==> src/hw/rtl/sfr_pkg.sv <==
package sfr_pkg;

  localparam int unsigned CHAR_W      = 16;
  localparam int unsigned MAX_CHARS   = 8;
  localparam int unsigned LEN_W       = 4;
  localparam int unsigned CNT_W       = 4;
  localparam int unsigned IDX_W       = 3;
  localparam int unsigned CFG_IDX_W   = 3;
  localparam int unsigned CFG_DATA_W  = 64;
  localparam int unsigned QUEUE_DEPTH = 2;

  typedef logic [CHAR_W-1:0] char_t;

  typedef enum logic [CFG_IDX_W-1:0] {
    REG_PAT_LEN = 3'd0,
    REG_PAT_LO  = 3'd1,
    REG_PAT_HI  = 3'd2,
    REG_REP_LEN = 3'd3,
    REG_REP_LO  = 3'd4,
    REG_REP_HI  = 3'd5
  } cfg_reg_e;

  // one burst of results caused by one input item
  typedef struct packed {
    char_t [MAX_CHARS-1:0] chars;
    logic [CNT_W-1:0]      count;
    logic                  last;
  } cmd_t;

endpackage

==> src/hw/rtl/sfr_front.sv <==
module sfr_front #(
  parameter int unsigned MAX_PATTERN = 8
) (
  input  logic                             clk_i,
  input  logic                             rst_ni,
  input  logic                             cfg_we_i,
  input  logic [sfr_pkg::CFG_IDX_W-1:0]    cfg_index_i,
  input  logic [sfr_pkg::CFG_DATA_W-1:0]   cfg_wdata_i,
  input  logic                             in_valid_i,
  output logic                             in_ready_o,
  input  sfr_pkg::char_t                   in_char_i,
  input  logic                             in_last_i,
  input  logic                             q_full_i,
  output logic                             push_o,
  output sfr_pkg::cmd_t                    cmd_o
);
  import sfr_pkg::*;

  localparam int unsigned FILL_W = $clog2(MAX_PATTERN + 1);

  logic [LEN_W-1:0]        pat_len_q;
  logic [CFG_DATA_W-1:0]   pat_lo_q, pat_hi_q;
  logic [CNT_W-1:0]        rep_len_q;
  logic [CFG_DATA_W-1:0]   rep_lo_q, rep_hi_q;
  char_t                   win_q [MAX_PATTERN];
  char_t                   win_d [MAX_PATTERN];
  char_t                   win_new [MAX_PATTERN];
  logic [FILL_W-1:0]       fill_q, fill_d, fill_eff;
  logic [LEN_W-1:0]        plen, fill_inc;
  logic [CNT_W-1:0]        rlen;
  logic [2*CFG_DATA_W-1:0] pat_all, rep_all;
  logic [MAX_PATTERN-1:0]  hit_ok;
  logic                    full_hit, match, accept;
  cmd_t                    cmd;

  assign accept     = in_valid_i && !q_full_i;
  assign in_ready_o = !q_full_i;
  assign pat_all    = {pat_hi_q, pat_lo_q};
  assign rep_all    = {rep_hi_q, rep_lo_q};

  assign plen = (pat_len_q > LEN_W'(MAX_PATTERN)) ? LEN_W'(MAX_PATTERN) : pat_len_q;
  assign rlen = (rep_len_q > CNT_W'(MAX_CHARS)) ? CNT_W'(MAX_CHARS) : rep_len_q;
  assign fill_eff = (LEN_W'(fill_q) >= plen) ? '0 : fill_q;
  assign fill_inc = LEN_W'(fill_eff) + LEN_W'(1);
  assign full_hit = (plen != '0) && (fill_inc == plen);

  always_comb begin
    for (int i = 0; i < MAX_PATTERN; i++) begin
      win_new[i] = (FILL_W'(i) == fill_eff) ? in_char_i : win_q[i];
      hit_ok[i]  = (LEN_W'(i) >= plen) || (win_new[i] == pat_all[CHAR_W*i +: CHAR_W]);
    end
  end

  assign match = full_hit && (&hit_ok);

  // classify the item into one result burst and the next window
  always_comb begin
    cmd.chars = '0;
    for (int i = 0; i < MAX_PATTERN; i++) begin
      cmd.chars[i] = win_new[i];
    end
    cmd.count = '0;
    cmd.last  = in_last_i;
    win_d     = win_new;
    fill_d    = '0;
    if (plen == '0) begin
      cmd.chars[0] = in_char_i;
      cmd.count    = CNT_W'(1);
    end else if (match) begin
      for (int i = 0; i < MAX_CHARS; i++) begin
        cmd.chars[i] = rep_all[CHAR_W*i +: CHAR_W];
      end
      cmd.count = rlen;
    end else if (full_hit) begin
      cmd.count = in_last_i ? CNT_W'(plen) : CNT_W'(1);
      fill_d    = in_last_i ? '0 : FILL_W'(plen - LEN_W'(1));
      for (int i = 0; i < MAX_PATTERN - 1; i++) begin
        win_d[i] = win_new[i+1];
      end
    end else begin
      cmd.count = in_last_i ? CNT_W'(fill_inc) : '0;
      fill_d    = in_last_i ? '0 : FILL_W'(fill_inc);
    end
  end

  assign cmd_o  = cmd;
  assign push_o = accept && ((cmd.count != '0) || in_last_i);

  always_ff @(posedge clk_i or negedge rst_ni) begin
    if (!rst_ni) begin
      pat_len_q <= '0;
      pat_lo_q  <= '0;
      pat_hi_q  <= '0;
      rep_len_q <= '0;
      rep_lo_q  <= '0;
      rep_hi_q  <= '0;
    end else if (cfg_we_i) begin
      unique case (cfg_index_i)
        REG_PAT_LEN: pat_len_q <= cfg_wdata_i[LEN_W-1:0];
        REG_PAT_LO:  pat_lo_q  <= cfg_wdata_i;
        REG_PAT_HI:  pat_hi_q  <= cfg_wdata_i;
        REG_REP_LEN: rep_len_q <= cfg_wdata_i[CNT_W-1:0];
        REG_REP_LO:  rep_lo_q  <= cfg_wdata_i;
        REG_REP_HI:  rep_hi_q  <= cfg_wdata_i;
        default: ;
      endcase
    end
  end

  always_ff @(posedge clk_i or negedge rst_ni) begin
    if (!rst_ni) begin
      fill_q <= '0;
    end else if (cfg_we_i && (cfg_index_i == REG_PAT_LEN)) begin
      fill_q <= '0;
    end else if (accept) begin
      fill_q <= fill_d;
    end
  end

  always_ff @(posedge clk_i) begin
    if (accept) begin
      win_q <= win_d;
    end
  end

  assert property (@(posedge clk_i) disable iff (!rst_ni)
    LEN_W'(fill_q) < LEN_W'(MAX_PATTERN))
    else $error("window fill out of range");

endmodule

==> src/hw/rtl/sfr_queue.sv <==
module sfr_queue (
  input  logic          clk_i,
  input  logic          rst_ni,
  input  logic          push_i,
  input  sfr_pkg::cmd_t cmd_i,
  output logic          full_o,
  input  logic          pop_i,
  output logic          empty_o,
  output sfr_pkg::cmd_t head_o
);
  import sfr_pkg::*;

  localparam int unsigned PTR_W = $clog2(QUEUE_DEPTH);
  localparam int unsigned CNT_QW = $clog2(QUEUE_DEPTH + 1);

  cmd_t              mem_q [QUEUE_DEPTH];
  logic [PTR_W-1:0]  wr_ptr_q, rd_ptr_q;
  logic [CNT_QW-1:0] cnt_q;

  assign full_o  = (cnt_q == CNT_QW'(QUEUE_DEPTH));
  assign empty_o = (cnt_q == '0);
  assign head_o  = mem_q[rd_ptr_q];

  always_ff @(posedge clk_i or negedge rst_ni) begin
    if (!rst_ni) begin
      wr_ptr_q <= '0;
      rd_ptr_q <= '0;
      cnt_q    <= '0;
    end else begin
      if (push_i) begin
        wr_ptr_q <= (wr_ptr_q == PTR_W'(QUEUE_DEPTH - 1)) ? '0 : wr_ptr_q + PTR_W'(1);
      end
      if (pop_i) begin
        rd_ptr_q <= (rd_ptr_q == PTR_W'(QUEUE_DEPTH - 1)) ? '0 : rd_ptr_q + PTR_W'(1);
      end
      if (push_i && !pop_i) begin
        cnt_q <= cnt_q + CNT_QW'(1);
      end else if (pop_i && !push_i) begin
        cnt_q <= cnt_q - CNT_QW'(1);
      end
    end
  end

  always_ff @(posedge clk_i) begin
    if (push_i) begin
      mem_q[wr_ptr_q] <= cmd_i;
    end
  end

endmodule

==> src/hw/rtl/sfr_back.sv <==
module sfr_back (
  input  logic          clk_i,
  input  logic          rst_ni,
  input  logic          q_empty_i,
  input  sfr_pkg::cmd_t head_i,
  output logic          pop_o,
  output logic          out_valid_o,
  input  logic          out_ready_i,
  output sfr_pkg::char_t out_char_o,
  output logic          out_last_o,
  output logic          out_empty_o
);
  import sfr_pkg::*;

  logic [IDX_W-1:0] idx_q;
  logic             out_valid_q, out_last_q, out_empty_q;
  char_t            out_char_q;
  logic             ld, final_item, no_chars;

  assign no_chars   = (head_i.count == '0);
  assign final_item = no_chars || ((CNT_W'(idx_q) + CNT_W'(1)) == head_i.count);
  assign ld         = !q_empty_i && (!out_valid_q || out_ready_i);
  assign pop_o      = ld && final_item;

  always_ff @(posedge clk_i or negedge rst_ni) begin
    if (!rst_ni) begin
      out_valid_q <= 1'b0;
      idx_q       <= '0;
    end else begin
      if (ld) begin
        out_valid_q <= 1'b1;
        idx_q       <= final_item ? '0 : idx_q + IDX_W'(1);
      end else if (out_ready_i) begin
        out_valid_q <= 1'b0;
      end
    end
  end

  always_ff @(posedge clk_i) begin
    if (ld) begin
      out_char_q  <= no_chars ? '0 : head_i.chars[idx_q];
      out_last_q  <= final_item && head_i.last;
      out_empty_q <= no_chars;
    end
  end

  assign out_valid_o = out_valid_q;
  assign out_char_o  = out_char_q;
  assign out_last_o  = out_last_q;
  assign out_empty_o = out_empty_q;

  assert property (@(posedge clk_i) disable iff (!rst_ni)
    out_valid_q && out_empty_q |-> out_last_q)
    else $error("empty item without last");

  assert property (@(posedge clk_i) disable iff (!rst_ni)
    out_valid_q && out_empty_q |-> out_char_q == '0)
    else $error("empty item carries a character");

  assert property (@(posedge clk_i) disable iff (!rst_ni)
    ld && !no_chars |-> CNT_W'(idx_q) < head_i.count)
    else $error("burst index past count");

endmodule

==> src/hw/rtl/stream_find_replace_top.sv <==
// streaming find and replace on 16-bit characters
// input stream: s_axis_tdata carries one character, s_axis_tlast marks the
// final character of a string. output stream: m_axis_tdata carries one
// result character, m_axis_tlast ends the result string, m_axis_tuser high
// marks an item with no character that only ends an empty result.
// configuration: cfg_we_i writes cfg_wdata_i into register cfg_index_i
// (0 pattern length, 1/2 pattern chars 0-3/4-7, 3 replacement length,
// 4/5 replacement chars 0-3/4-7); write only while the block is idle.
// writing the pattern length discards the held window.
// flow: the results of an accepted item are written into the queue and then
// loaded into the output register, one at a time, once that register is
// free. an item yields 0 to 8 results; while m_axis_tready is high the
// output stage sends one result per cycle, so the rate is one item per
// cycle while items yield at most one result each, and an item with
// several results holds the output until all of them are sent.
// a two-entry queue between classifier and output stage absorbs bursts;
// s_axis_tready drops only when that queue is full.
// reset empties the window and the queue, clears m_axis_tvalid and sets all
// configuration registers to zero (pass through). when m_axis_tready is low
// the output item holds and the queue fills, then input stalls.
module stream_find_replace_top #(
  parameter int unsigned MAX_PATTERN = 8
) (
  input  logic                           clk_i,
  input  logic                           rst_ni,
  input  logic                           cfg_we_i,
  input  logic [sfr_pkg::CFG_IDX_W-1:0]  cfg_index_i,
  input  logic [sfr_pkg::CFG_DATA_W-1:0] cfg_wdata_i,
  input  logic                           s_axis_tvalid,
  output logic                           s_axis_tready,
  input  logic [15:0]                    s_axis_tdata,  // in_char
  input  logic                           s_axis_tlast,
  output logic                           m_axis_tvalid,
  input  logic                           m_axis_tready,
  output logic [15:0]                    m_axis_tdata,  // out_char
  output logic                           m_axis_tlast,
  output logic                           m_axis_tuser   // out_empty
);
  import sfr_pkg::*;

  logic push, pop, q_full, q_empty;
  cmd_t cmd, head;

  sfr_front #(
    .MAX_PATTERN (MAX_PATTERN)
  ) u_front (
    .clk_i       (clk_i),
    .rst_ni      (rst_ni),
    .cfg_we_i    (cfg_we_i),
    .cfg_index_i (cfg_index_i),
    .cfg_wdata_i (cfg_wdata_i),
    .in_valid_i  (s_axis_tvalid),
    .in_ready_o  (s_axis_tready),
    .in_char_i   (s_axis_tdata),
    .in_last_i   (s_axis_tlast),
    .q_full_i    (q_full),
    .push_o      (push),
    .cmd_o       (cmd)
  );

  sfr_queue u_queue (
    .clk_i   (clk_i),
    .rst_ni  (rst_ni),
    .push_i  (push),
    .cmd_i   (cmd),
    .full_o  (q_full),
    .pop_i   (pop),
    .empty_o (q_empty),
    .head_o  (head)
  );

  sfr_back u_back (
    .clk_i       (clk_i),
    .rst_ni      (rst_ni),
    .q_empty_i   (q_empty),
    .head_i      (head),
    .pop_o       (pop),
    .out_valid_o (m_axis_tvalid),
    .out_ready_i (m_axis_tready),
    .out_char_o  (m_axis_tdata),
    .out_last_o  (m_axis_tlast),
    .out_empty_o (m_axis_tuser)
  );

endmodule
==> config.mk <==
export PLATFORM = sky130hd
export DESIGN_NAME = stream_find_replace_top
export DESIGN_NICKNAME = d
export VERILOG_FILES = /design/src/hw/rtl/sfr_pkg.sv /design/src/hw/rtl/sfr_front.sv /design/src/hw/rtl/sfr_queue.sv /design/src/hw/rtl/sfr_back.sv /design/src/hw/rtl/stream_find_replace_top.sv
export SDC_FILE = /design/constraint.sdc
export NUM_CORES = 1
export LEC_CHECK = 0
export BUFFER_PORTS_ARGS = -buffer_cell sky130_fd_sc_hd__buf_4
export CORE_MARGIN = 2
export CORE_UTILIZATION = 48
export DETAILED_ROUTE_END_ITERATION = 8
export HOLD_SLACK_MARGIN = 0.12
export PLACE_DENSITY = 0.69
export SLEW_MARGIN = 20
export SYNTH_ARGS = -nofsm -noshare
export SYNTH_HDL_FRONTEND = slang
export SYNTH_SLANG_ARGS = --single-unit
==> constraint.sdc <==
create_clock -name clk_i -period 14.1 [get_ports clk_i]
set_input_delay 0.705 -clock clk_i [delete_from_list [all_inputs] [get_ports clk_i]]
set_output_delay 0.705 -clock clk_i [all_outputs]
set_load 0.005 [all_outputs]
; After elaboration in Yosys (flattened, before gate mapping)
; Memories as Yosys holds them, arrays and structs flattened.
; Index checks and enable logic that the tools add are counted.
[word_totals]
regBits = 422
mem_bits_rw = 266
inputBits = 89
output_inout_bits = 20
elab_cells = 149
mem_count = 1
[memory_table]
columns = name, words, word_bits, read_ports, rd_clocked_by_memory_dff, wr, line
row1 = u_queue.mem_q, 2, 133, 1, 0, 1, sfr_queue.sv:16  ; cmd_t mem_q [QUEUE_DEPTH];
[op_classes]
add_sub_neg = 8
order_cmp = 12
n_eq_ne = 23
mux = 39
reduce_logical = 43
[ops]
columns = operator, count
row1 = $mux 112, 4
row2 = $mux 16, 9
row3 = $eq 16x16->1, 8
row4 = $mux 128, 1
row5 = $mux 4, 14
row6 = $bmux 16 s3, 1
row7 = $mux 20, 1
row8 = $eq 3x4->1 const A, 4
row9 = $ge 3x4->1 const A, 4
row10 = $logic_not 4->1, 3
row11 = $reduce_and 2->1, 6
row12 = $logic_or 1x1->1, 11
row13 = $logic_and 1x1->1, 10
row14 = $eq 2x4->1 const A, 2
row15 = $eq 4x4->1, 2
row16 = $ge 1x4->1 const A, 2
row17 = $ge 2x4->1 const A, 2
row18 = $gt 4x4->1 const B, 2
row19 = $reduce_and 8->1, 1
row20 = $reduce_bool 4->1, 2
row21 = $eq 3x2->1 const B, 2
row22 = $eq 3x3->1 const B, 2
row23 = $mux 1, 6
row24 = $reduce_bool 2->1, 3
row25 = other kinds (17), 23

; Longest topological paths before layout
[logic_depth]
depth_word = 19
mapped_depth = 28
ltp_nobuf = 23

; By module
; A second synthesis with hierarchy kept.
[hier_totals]
cells_unflattened = 2603
hier_area_um2 = 34266.6
[by_module_without_submodules]
columns = module, instances, cells_per_inst, area_each_um2, seq_area_each_um2
row1 = sfr_front, 1, 2044, 22333.9, 10550.1
row2 = sfr_queue, 1, 430, 10022.1, 8087.8
row3 = sfr_back, 1, 129, 1910.6, 640.6

; Worst setup path after synthesis
; OpenSTA, ideal clock, no wires.
[synth_timing]
kind = reg2reg
start = register u_front.pat_len_q[3]
end = memory u_queue.mem_q[0][0] in the netlist's numbering, enable pin
setup_time_ns = 0.827
arrival_ns = 14.115
required_ns = 13.273
setup_slack_ns = -0.842
stages_incl_launch_ff = 22
n_path_buf = 4
synth_period_minus_slack_ns = 14.942
cell_sequence = dfrtp_1 -> clkbuf_1 -> inv_1 -> nand2_1 -> inv_1 -> ha_1 -> nor3b_4 -> o21a_1 -> buf_2 -> clkbuf_1 -> nand2_1 -> inv_1 -> ha_1 -> nand2_1 -> or4_1 -> a222oi_1 -> a41oi_1 -> a2111oi_1 -> and4_1 -> buf_2 -> o21ai_0 -> a21boi_0
[synth_between]
elab_chain_cells = 17
elab_cells_between_ends = 61
cone_classes = 1 x add/sub / 10 x order compare / 16 x eq/ne / 17 x mux / 17 x reduce/logical
[synth_rtl]
columns = item, line
row1 = "start, declared", sfr_front.sv:21  ; logic [LEN_W-1:0] pat_len_q;
row2 = "start signal, assigned", sfr_front.sv:99  ; REG_PAT_LEN: pat_len_q <= cfg_wdata_i[LEN_W-1:0];
row3 = $gt 4x4->1, sfr_front.sv:41  ; assign plen = (pat_len_q > LEN_W'(MAX_PATTERN)) ? LEN_W'(MAX_PATTERN) : pat_len_q;
row4 = $mux 4 (*), sfr_front.sv:41
row5 = $ge 4x4->1, sfr_front.sv:43  ; assign fill_eff = (LEN_W'(fill_q) >= plen) ? '0 : fill_q;
row6 = $mux 4, sfr_front.sv:43
row7 = "$eq 1x4->1, or another cell as far along", sfr_front.sv:49  ; win_new[i] = (FILL_W'(i) == fill_eff) ? in_char_i : win_q[i];
row8 = $mux 16, sfr_front.sv:49
row9 = $eq 16x16->1, sfr_front.sv:50  ; hit_ok[i] = (LEN_W'(i) >= plen) || (win_new[i] == pat_all[CHAR_W*i +: CHAR_W]);
row10 = $logic_or 1x1->1, sfr_front.sv:50
row11 = $reduce_and 8->1, sfr_front.sv:54  ; assign match = full_hit && (&hit_ok);
row12 = $logic_and 1x1->1, sfr_front.sv:54
row13 = $mux 4, sfr_front.sv:69  ; end else if (match) begin
row14 = $mux 20 (*), sfr_front.sv:66  ; if (plen == '0) begin
row15 = $reduce_bool 4->1 (*), sfr_front.sv:87  ; assign push_o = accept && ((cmd.count != '0) || in_last_i);
row16 = $logic_or 1x1->1 (*), sfr_front.sv:87
row17 = $logic_and 1x1->1 (*), sfr_front.sv:87
row18 = $mux 1 (*), sfr_queue.sv:45  ; if (push_i) begin
row19 = $mux 1 (implied by the code) (*), sfr_queue.sv:46  ; mem_q[wr_ptr_q] <= cmd_i;
row20 = "end, declared", sfr_queue.sv:16
; Every way passes the cells marked *; elsewhere a longest branch is shown, timed or not.

; Worst setup path after layout
[layout_timing]
start = register u_front.pat_len_q[3]
end = memory u_queue.mem_q[0][122] in the netlist's numbering, enable pin
; The elaborated chain is that of the path after synthesis.

==> flow_metrics.py <==
metrics = {
    "setup_path": {
        "rr_worst_depth": 22,
        "crit_required_ns": 14.35,
        "cp_cell_sequence": "inv_1 > nand2_1 > inv_1 > ha_1 > nor3b_4 > buf_4 > o21a_1 > buf_4 > nand2_1 > inv_1 > ha_1 > buf_4 > nand2_1 > or4_1 > a222oi_1 > a41oi_1 > a2111oi_1 > and4_1 > o21ai_0 > a21boi_4 > buf_4 > buf_4",
        "critical_path.startpoint": "u_front.pat_len_q[3]$_DFFE_PN0P_",
        "r2r_start": "u_front.pat_len_q[3]$_DFFE_PN0P_",
        "cp.depth": 22,
        "cp-end-kind": "flip-flop",
        "cp_top_family": "buffers and inverters",
        "worst-path-max-fanout": 81,
        "arrival_ns": 9.02,
        "critPathMaxStageDelay_ns": 0.92,
        "cp-start-kind": "flip-flop",
        "path_buf_inv": 8,
        "criticalPathCategory": "flip-flop to flip-flop",
        "cp_common_cell": "buf_4",
        "crit_slowest_cell": "buf_4",
    },
    "clocking": {
        "clock_path_buffers": 3,
        "clkTransAtPathRegs_ns": 0.06,
        "post_cts_buffers": 0,
        "cts_tree": "done",
        "numCtsBuffers": 74,
        "cts_resized": 0,
        "root_buffer": "clkbuf_16",
        "cts_sinks": 688,
        "hold_buffers": 1,
        "htreeDepth": 3,
        "insertion_delay_ns": 0.64,
    },
    "global_route": {
        "grt_max_degree": 97,
        "grt-busiest-layer": "met2",
        "grt_pass1_vias": 23962,
        "grt_pass1_wl_um": 172000,
        "gr-total-overflow": 0,
        "antenna_found_initial": 6,
        "met1_usage_pct": 46.7,
        "grt_use_total_pct": 32.8,
        "met3_usage_pct": 7.72,
        "met2_usage_pct": 47.4,
    },
    "cells_and_area": {
        "syn_to_final_growth_pct": 12.3,
        "fill_cells": 5940,
        "nNetsFinal": 2950,
        "drive_above_1_share_pct": 21.2,
        "fin_area_um2": 38500,
    },
    "routing": {
        "ant_nets": 0,
        "first_iter_violations": 3350,
        "routed_wl_um": 121000,
        "vias": 24842,
        "drc_errors": 0,
        "drtPass1Iterations": 5,
        "vias_per_cell": 6.44,
        "wl_per_cell_um": 31.5,
    },
    "power_and_ir_drop": {
        "internal-power_w": 0.00543,
        "p_sw_w": 0.00339,
        "p_per_area_nw_per_um2": 229,
        "switching_share_pct": 38.5,
        "leakage_nw": 14.9,
        "p_seq_share_pct": 38.7,
        "peakVddDrop_mv": 0.117,
        "power.share.clock_pct": 22.9,
        "pwr-share-comb_pct": 38.4,
    },
    "outcome": {
        "status": "complete, no violations",
    },
    "synth": {
        "yosysSeqAreaShare_pct": 56.3,
        "syn_nets": 2917,
        "synth_common_cells": "412 x edfxtp_1, 288 x nor2_1, 276 x dfrtp_1",
        "synth_xor_area_share_pct": 4.19,
        "async_flop_share_pct": 40.1,
        "avgSynthCellArea_um2": 12.2,
        "synth_edf_count": 412,
        "synthesis.area_um2": 34300,
        "dominantRegCellSynth": "edfxtp_1",
        "synth_top_cell_by_area": "edfxtp_1",
        "synth_most_common_cell": "edfxtp_1",
        "synth_fa_ha_area_share_pct": 0.438,
        "muxShareOfSynthArea_pct": 15.3,
        "synth_area_leaders": "edfxtp_1 36%, dfrtp_1 20%, mux2_2 8.0%",
        "yosys.area.top_type_share_pct": 36.1,
        "yosysUniqueCellTypes": 69,
        "synth_top_family_by_area": "multiplexers",
        "yosys.area_share.simple_pct": 10.6,
        "synth_warnings": 0,
        "synth_compound_area_share_pct": 10.0,
        "synthesis.instances": 2816,
        "ys_seq_elements": 688,
    },
    "die": {
        "dieArea_um2": 73500,
        "die_h_um": 271,
        "io-pin-count": 109,
        "fp-row-count": 97,
        "die_w_um": 271,
        "core_um2": 70400,
        "start_util_pct": 48.7,
    },
    "timing": {
        "timing.final.crit_share_pct": 62.2,
        "max_freq_mhz": 114,
        "period_needed_ns": 8.77,
        "final.setup.tns_ns": 0,
        "rsz0062_at_grt": "no",
        "setup_viol": 0,
        "slew_headroom_pct": 19.0,
        "whs_ns": 0.265,
        "worst_pin_slew_ns": 1.21,
        "fin_skew_ns": 0.0341,
        "hold_viol": 0,
        "drv_slew": 0,
    },
    "placed_design": {
        "post-dp-hpwl_um": 84800,
        "place.port_buffers": 108,
        "postPlaceCellArea_um2": 35900,
        "routabilityCongestion": 0.969,
    },
    "hold_path": {
        "min_path_cells": 2,
        "hold_path_class": "input pin to flip-flop",
        "hp-start": "m_axis_tready",
    },
    "flow_run": {
        "cap_violations": 0,
    },
}
==> power by group through the flow <==
stage                     Sequential, W  Clock, W  Combinational [W]
final                           0.00341   0.00202            0.00339
after global routing            0.00346   0.00213            0.00358
after CTS                       0.00340   0.00204            0.00332
after detailed placement        0.00343         0            0.00330
after global placement          0.00340         0            0.00324
after floorplan                 0.00332         0            0.00214
==> layout by cell type (no fill, tap or decap), drive strengths merged, types with 23 or more instances in the layout <==
| cell type | n |
|---|---|
| a21oi | 144 |
| a22o | 32 |
| and2 | 56 |
| and3 | 51 |
| buf | 151 |
| clkbuf | 104 |
| dfrtp | 276 |
| edfxtp | 412 |
| inv | 89 |
| mux2 | 243 |
| mux2i | 71 |
| mux4 | 80 |
| nand2 | 226 |
| nand3 | 32 |
| nand4 | 25 |
| nor2 | 290 |
| nor4 | 23 |
| o2111ai | 35 |
| o211ai | 118 |
| o21ai | 57 |
| o2bb2ai | 63 |
| xnor2 | 88 |
| xor2 | 76 |
==> state kept, by name (all words and copies together) (netlist names) <==
name,flops
u_front.pat_lo_q,64
u_front.rep_lo_q,64
u_front.rep_len_q,4
u_back.out_char_o,16
u_front.win_q,128
u_back.out_empty_o,1
u_back.out_last_o,1
u_back.idx_q,3
u_queue.wr_ptr_q,1
u_queue.rd_ptr_q,1
u_front.fill_q,4
u_queue.cnt_q,2
u_front.rep_hi_q,64
u_front.pat_len_q,4
u_queue.mem_q,266
u_back.out_valid_o,1
u_front.pat_hi_q,64
==> metal layers <==
layer	wire, µm	part of all wire (%)
met1	49600	41
met2	52400	43
met3	13100	11
met4	6270	5.2
met5	13	0.011
==> logic make-up after synthesis <==
logic type	count (synthesis)
compound gates	496
flops	688
mux	394
fa+ha+maj	12
xor+xnor	164
buf+inv	278
simple gates	784
==> final timing paths <==
kind	to	slack [ns]
setup / recovery	u_queue.mem_q[0][122]$_DFFE_PP_	5.33
hold / removal	u_back.out_valid_o$_DFFE_PN0P_	0.27
setup reg to reg	u_queue.mem_q[0][122]$_DFFE_PP_	5.33
hold reg to reg	u_queue.cnt_q[1]$_DFFE_PN0P_	0.50
max in group asynchronous	u_queue.rd_ptr_q$_DFFE_PN0P_	11.95
min in group asynchronous	u_front.rep_lo_q[2]$_DFFE_PN0P_	0.69
==> worst reg2reg max path, cell delays in order (launching register included) <==
cell and delay [ns]:
dfrtp_1 0.49, inv_1 0.17, nand2_1 0.17, inv_1 0.14, ha_1 0.34, nor3b_4 0.18
buf_4 0.47, o21a_1 0.22, buf_4 0.27, nand2_1 0.14, inv_1 0.07, ha_1 0.15
buf_4 0.41, nand2_1 0.62, or4_1 0.68, a222oi_1 0.34, a41oi_1 0.45, a2111oi_1 0.60
and4_1 0.28, o21ai_0 0.31, a21boi_4 0.27, buf_4 0.60, buf_4 0.97
==> per-stage QoR <==
step	total power, W	utilization (%)	cells	setup slack (ns)
final	0.00882	54.6	3855	5.33
after global routing	0.00916	54.6	3850	4.96
after CTS	0.00876	54.6	3850	5.51
after detailed placement	0.00673	51.0	3712	5.53
after global placement	0.00665	51.0	3712	5.65
after floorplan	0.00546	-	2816	2.49
==> area by class of cell <==
cell class / instances / area, µm² / share of cell area (%)
Antenna cell: 5 / 12.5 / 0.0325
Clock buffer: 104 / 2100 / 5.47
Clock inverter: 33 / 439 / 1.14
Inverter: 83 / 314 / 0.817
Multi-Input combinational cell: 1850 / 14000 / 36.4
Sequential cell: 688 / 19300 / 50.1
Tap cell: 940 / 1180 / 3.06
Timing Repair Buffer: 152 / 1150 / 2.99
Power figures use the tool's default switching activity.
